File: src/sv/bkit_pkg.sv
// ----------------------------------------------------------------------------
// bkit_pkg
// Codes and transfer types shared by the banked key interning table.
// ----------------------------------------------------------------------------
package bkit_pkg;

	localparam logic [1:0] FUNC_ADD   = 2'd0;
	localparam logic [1:0] FUNC_GET   = 2'd1;
	localparam logic [1:0] FUNC_CLEAR = 2'd2;

	localparam logic [2:0] ST_ADDED     = 3'd0;
	localparam logic [2:0] ST_PRESENT   = 3'd1;
	localparam logic [2:0] ST_FULL      = 3'd2;
	localparam logic [2:0] ST_BAD_TABLE = 3'd3;
	localparam logic [2:0] ST_NOT_FOUND = 3'd4;
	localparam logic [2:0] ST_CLEARED   = 3'd5;

	typedef struct packed {
		logic [1:0]  func;
		logic [2:0]  table_sel;
		logic [63:0] key;
		logic [5:0]  position;
	} req_t;

	typedef struct packed {
		logic [2:0]  status;
		logic [5:0]  slot;
		logic [63:0] stored_key;
	} rsp_t;

	typedef struct packed {
		logic        valid;
		logic        done;
		logic [1:0]  func;
		logic [2:0]  table_sel;
		logic [63:0] key;
		logic [5:0]  position;
		logic [2:0]  status;
		logic [5:0]  slot;
		logic [63:0] stored_key;
	} tok_t;

endpackage

File: src/sv/bkit_cell.sv
// ----------------------------------------------------------------------------
// bkit_cell
// One slot of every table; compares, appends or reads as the token passes.
// ----------------------------------------------------------------------------
module bkit_cell import bkit_pkg::*; #(
	parameter int IDX      = 0,
	parameter int ENTRIES  = 64,
	parameter int TABLES   = 7,
	parameter int KEY_BITS = 64
) (
	input  logic                         clk,
	input  logic                         arst_n,
	input  tok_t                         tok_in,
	input  logic [$clog2(ENTRIES+1)-1:0] fill_in,
	output tok_t                         tok_out,
	output logic [$clog2(ENTRIES+1)-1:0] fill_out
);

	localparam int FW = $clog2(ENTRIES + 1);
	localparam int TW = (TABLES > 1) ? $clog2(TABLES) : 1;
	localparam int CW = (FW > 6) ? FW : 6;

	logic [KEY_BITS-1:0] store_q [TABLES];
	logic [TW-1:0]       tsel;
	logic [KEY_BITS-1:0] rd;
	logic [FW-1:0]       idx;
	logic                below_fill;
	logic                wr;
	tok_t                tok_nxt;
	tok_t                tok_q;
	logic [FW-1:0]       fill_q;

	assign tsel       = TW'(tok_in.table_sel);
	assign rd         = store_q[tsel];
	assign idx        = FW'(IDX);
	assign below_fill = idx < fill_in;
	assign wr         = tok_in.valid && !tok_in.done && tok_in.func == FUNC_ADD &&
		!below_fill && idx == fill_in;

	always_comb begin
		tok_nxt = tok_in;
		if (tok_in.valid && !tok_in.done) begin
			unique case (tok_in.func)
				FUNC_ADD: begin
					if (below_fill && rd == tok_in.key[KEY_BITS-1:0]) begin
						tok_nxt.done   = 1'b1;
						tok_nxt.status = ST_PRESENT;
						tok_nxt.slot   = 6'(IDX);
					end else if (wr) begin
						tok_nxt.done   = 1'b1;
						tok_nxt.status = ST_ADDED;
						tok_nxt.slot   = 6'(IDX);
					end
				end
				FUNC_GET: begin
					if (CW'(IDX) == CW'(tok_in.position) && below_fill) begin
						tok_nxt.done       = 1'b1;
						tok_nxt.status     = ST_PRESENT;
						tok_nxt.stored_key = 64'(rd);
					end
				end
				default: begin
				end
			endcase
		end
	end

	always_ff @(posedge clk) begin
		if (wr) begin
			store_q[tsel] <= tok_in.key[KEY_BITS-1:0];
		end
	end

	always_ff @(posedge clk or negedge arst_n) begin
		if (!arst_n) begin
			tok_q  <= '0;
			fill_q <= '0;
		end else begin
			tok_q  <= tok_nxt;
			fill_q <= fill_in;
		end
	end

	assign tok_out  = tok_q;
	assign fill_out = fill_q;

endmodule

File: config.mk
export PLATFORM = sky130hd
export DESIGN_NAME = bkit_cell
export DESIGN_NICKNAME = d
export VERILOG_FILES = /design/src/sv/bkit_pkg.sv /design/src/sv/bkit_cell.sv
export SDC_FILE = /design/constraint.sdc
export NUM_CORES = 1
export LEC_CHECK = 0
export BUFFER_PORTS_ARGS = -buffer_cell sky130_fd_sc_hd__buf_2
export CORE_MARGIN = 1.5
export CORE_UTILIZATION = 45
export DETAILED_ROUTE_END_ITERATION = 10
export PLACE_DENSITY = 0.78
export REMOVE_ABC_BUFFERS = 1
export SYNTH_ARGS = -nofsm -noshare
export SYNTH_HDL_FRONTEND = slang
export SYNTH_SLANG_ARGS = --single-unit
File: constraint.sdc
create_clock -name clk -period 3.1 [get_ports clk]
set_clock_uncertainty 0.2 [all_clocks]
set_input_delay 0.465 -clock clk [delete_from_list [all_inputs] [get_ports clk]]
set_output_delay 0.465 -clock clk [all_outputs]
set_load 0.02 [all_outputs]
**Word level (Yosys, flattened, before mapping)**

Memory sizes are Yosys's and may differ from the RTL's.
Cells that the tools add are included.
Widths: inputs -> output; s select.

- Magnitude comparators: 1
- Eq/ne operators: 2
- Muxes and demuxes: 15
- Reduce and logical (&&, ||, !) cells: 11

Operators by type and width:

| kind | number |
|---|---|
| $mux 64 | 2 |
| $mux 73 | 1 |
| $eq 64x64->1 | 1 |
| $mux 9 | 2 |
| $logic_not 7->1 | 1 |
| $lt 1x7->1 const A | 1 |
| $logic_and 1x1->1 | 6 |
| $logic_not 6->1 | 1 |
| $mux 1 | 6 |
| $mux 6 | 1 |
| $pmux 3 s2 | 1 |
| $mux 3 | 1 |
| $eq 2x1->1 const B | 1 |
| $logic_not 1->1 | 2 |
| $logic_not 2->1 | 1 |
| $pmux 1 s2 | 1 |

- Bits in registers: 157
- Memory bits (writable): 448
- Input port bits: 159
- Logic and storage cells: 40
- Memories: 1

Memory list:

| memory | depth | bits a word | read ports | clocked after memory_dff | wr ports | line | RTL |
|---|---|---|---|---|---|---|---|
| store_q | 7 | 64 | 1 | 0 | 1 | bkit_cell.sv:23 | `logic [KEY_BITS-1:0] store_q [TABLES];` |

**Logic depth before layout (Yosys ltp)**

- Depth in word-level cells: 9
- Depth in mapped cells: 14
- Gate-level depth less buffers: 8

**Worst setup path before layout**

Ideal clock, no wire load.

- Path type: in2reg
- Start point: in tok_in[143] (netlist bit)
- End point: mem store_q[2][0], enable pin
- Library setup time: 0.644 ns
- Arrival time: 7.576 ns
- Slack: -5.320 ns
- Stages on the path: 7
- Cell sequence: buf_6 > buf_6 > buf_6 > buf_4 > buf_6 > buf_2 > nor4_1

RTL lines:

| what | line | RTL |
|---|---|---|
| from (decl) | bkit_cell.sv:13 | `input tok_t tok_in,` |
| to (decl) | bkit_cell.sv:23 |  |

No word-level cell before the write port.

==> flow_summary.toml <==
[floorplan]
io_pins = 316
die_h_um = 229
coreArea_um2 = 50200
start_util = 0.457
rows = 82
die_w_um = 229
die_area_um2 = 52300

[hold_path]
hp-class = "in2reg"
holdPathEnd = "tok_out[92]"
min_from = "tok_in[92]"
hold_depth = 2

[synthesis]
synth_seq_cells = 605
syn_area_um2 = 22900
synth_edf_count = 448
synth-seq-area-share = 0.758
ys_warn_count = 0
synthDistinctLibCells = 63
synth_cells = 1326
synth_top_flop_cell = "edfxtp_1"
synth.avg_cell_area_um2 = 17.3
postSynth.asyncResetShare = 0.260

[placement]
dp_hpwl_um = 37700
place_inst = 2440
place_congestion = 0.817
port_buffers = 315
dpl_worst_slack_ns = -0.846

[setup_path]
worstSetupPathType = "reg2reg"
cp-startpoint = "store_q[5][43]"
regToRegStartpoint = "store_q[5][43]"
arrival_ns = 3.71
slowest_delay_ns = 0.57
r2r_slack_ns = -0.29
path_cells = "mux2_2, mux4_2, xor2_1, nor4_2, buf_4, nand4_1, or4_4, or3_4, o31ai_4"
critPathRequiredTime_ns = 3.43
end_kind = "flip-flop"
r2r-end = "tok_out[70]"
cp-start-kind = "flip-flop"
cp_slowest_cell = "or4_4"
cp_max_fo = 4
r2r_cells = 9

[timing]
finalSetupViolations = 10
tightest_slew_ns = 0.644
drv_slew = 0
max_freq_mhz = 295
fin_crit_sh = 1.09
slew_headroom = 0.567
hold_viol = 0
fin_ws_ns = -0.289
period_needed_ns = 3.39
rsz0062_at_grt = "true"

[grt]
grt_overflow_total = 0
grt_use_total = 0.226
grt_start_max_net_pins = 93
grt_pass1_wl_um = 90100
antenna_found_initial = 2
grt_pass1_vias = 15300

[power_and_ir_drop]
seqPwrFrac = 0.513
p_switching_w = 0.00383
p_leak_nw = 11.8
power_frac_comb = 0.089
p_int_w = 0.0134
power_w = 0.0172
max-vdd-ir-drop_uv = 434
swShare = 0.222
pwr_density_cell_nw_per_um2 = 570
clkPwrFrac = 0.398

[route]
drt_drc_violations_left = 0
wl_per_cell_um = 22.1
via_per_inst = 5.38
dr_total_vias = 14500
drt_iter0_markers = 1150
wl_um = 59600
postRouteAntennaNets = 0
first_pass_iters = 5

[cells_and_area]
layout-drive-gt1-share = 0.346
stdcell_count = 2702
final_common_cell = "edfxtp_1"
fin_nets = 2140
syn_to_final_growth_pct = 32.0
layout_common_cells = "edfxtp_1, buf_2, buf_4, dfrtp_1, dlygate4sd3_1"

[clock_network]
cts_sinks = 605
cts_tree = "done"
root_buffer = "clkbuf_16"
clk_pin_slew_ns = 0.06
cts_buffers = 60
cts-htree-levels = 2
clkLatencyLatePin_ns = 0.62
clockBufferDepth = 3

[outcome]
status = "complete, but fails checks"
violations = "negative setup slack"

[run]
cap_violations = 0
## kinds of logic after synthesis
logic type | share of synthesized area
xor gates and xnor gates | 0.0233
buffers and inverters | 0.0168
muxes | 0.0990
DFF | 0.758
and+or+nand+nor | 0.0393
AOI/OAI and AO/OA | 0.0632
## power by group through the flow
stage               clock [W]  sequential (W)  combinational, W
detailed placement          0         0.00901           0.00137
floorplan                   0         0.00915          0.000382
finish                0.00686         0.00884           0.00154
global placement            0         0.00900           0.00134
CTS                   0.00700         0.00884           0.00153
global route          0.00728         0.00885           0.00164
## worst max-delay path by stage
stage | end | slack, ns | depth (start not counted)
after floorplan | store_q[2][0] | -5.28 | 4
after global placement | tok_out[70] | -0.74 | 12
after detailed placement | tok_out[70] | -0.85 | 12
after CTS | tok_out[70] | -0.27 | 9
after global routing | tok_out[70] | -0.34 | 9
final | tok_out[70] | -0.29 | 9
## metal layers
metal	routed length, µm	track usage
met3	3940	0.0333
met2	30200	0.392
met1	23700	0.289
met5	12	0
met4	1790	0.0832
## area by class of cell
type	count	area, µm²
Antenna cell	1	2.50
Clock buffer	84	1710
Clock inverter	26	153
Fill cell	3598	19900
Inverter	10	37.5
Multi-Input combinational cell	643	5230
Sequential cell	605	17400
Tap cell	672	841
Timing Repair Buffer	661	4900
## cells in the mapped netlist, types with 6 or more instances
library cell / instances / share of area
a21oi_1: 9 / 0.0020
inv_1: 9 / 0.0015
nor2_1: 13 / 0.0021
mux4_2: 11 / 0.011
nor2b_1: 10 / 0.0027
o21ai_0: 67 / 0.015
nand3b_1: 10 / 0.0033
a22oi_1: 6 / 0.0020
buf_2: 22 / 0.0048
o22ai_1: 29 / 0.0079
buf_6: 6 / 0.0029
edfxtp_1: 448 / 0.59
a211oi_1: 11 / 0.0036
a222oi_1: 6 / 0.0026
xnor2_1: 25 / 0.0096
clkbuf_1: 30 / 0.0049
nand2_1: 67 / 0.011
nor4_1: 14 / 0.0038
dfrtp_1: 157 / 0.17
nand2b_1: 10 / 0.0027
nand4_1: 8 / 0.0022
nor3_1: 12 / 0.0026
a221oi_1: 11 / 0.0042
a221o_1: 7 / 0.0031
xor2_1: 36 / 0.014
mux2i_1: 106 / 0.046
mux2_1: 8 / 0.0039
mux2_2: 76 / 0.037
a21o_1: 20 / 0.0066
a32o_1: 7 / 0.0031
## stage by stage
stage / util / setup TNS, ns / hold WS (ns) / cell area (µm²)
final: 0.603 / -2.31 / 0.0401 / 30300
after global routing: 0.603 / -3.09 / 0.0215 / 30300
after CTS: 0.602 / -1.97 / 0.00304 / 30200
after detailed placement: 0.535 / -7.44 / 0.313 / 26900
after global placement: 0.535 / -7.00 / 0.302 / 26900
after floorplan: - / -1632.07 / -0.0306 / 22600
## worst max-delay path, delay by kind of cell, from the launching register on
kind / cells / cell delay (ns)
AND/OR/NAND/NOR: 4 / 1.37
multiplexers: 2 / 0.77
flip-flops: 1 / 0.39
AO/OA/AOI/OAI: 1 / 0.24
XOR/XNOR: 1 / 0.18
buffers and inverters: 1 / 0.15
## flip-flops by register name, indices dropped and copies added, names as in the netlist
name / cells
store_q: 448
fill_out: 7
tok_out: 150
## timing repair
item / 4_1_cts / 5_1_grt
resized for setup: 0 / 7
setup endpoints to repair: 10 / 10
gates cloned: 0 / 0
buffers inserted: 0 / 1
hold endpoints to repair: 701 / 0
pin swaps: 3 / 1
hold buffers: 150 / 0
No activity file was read; power rests on OpenSTA's default activity.
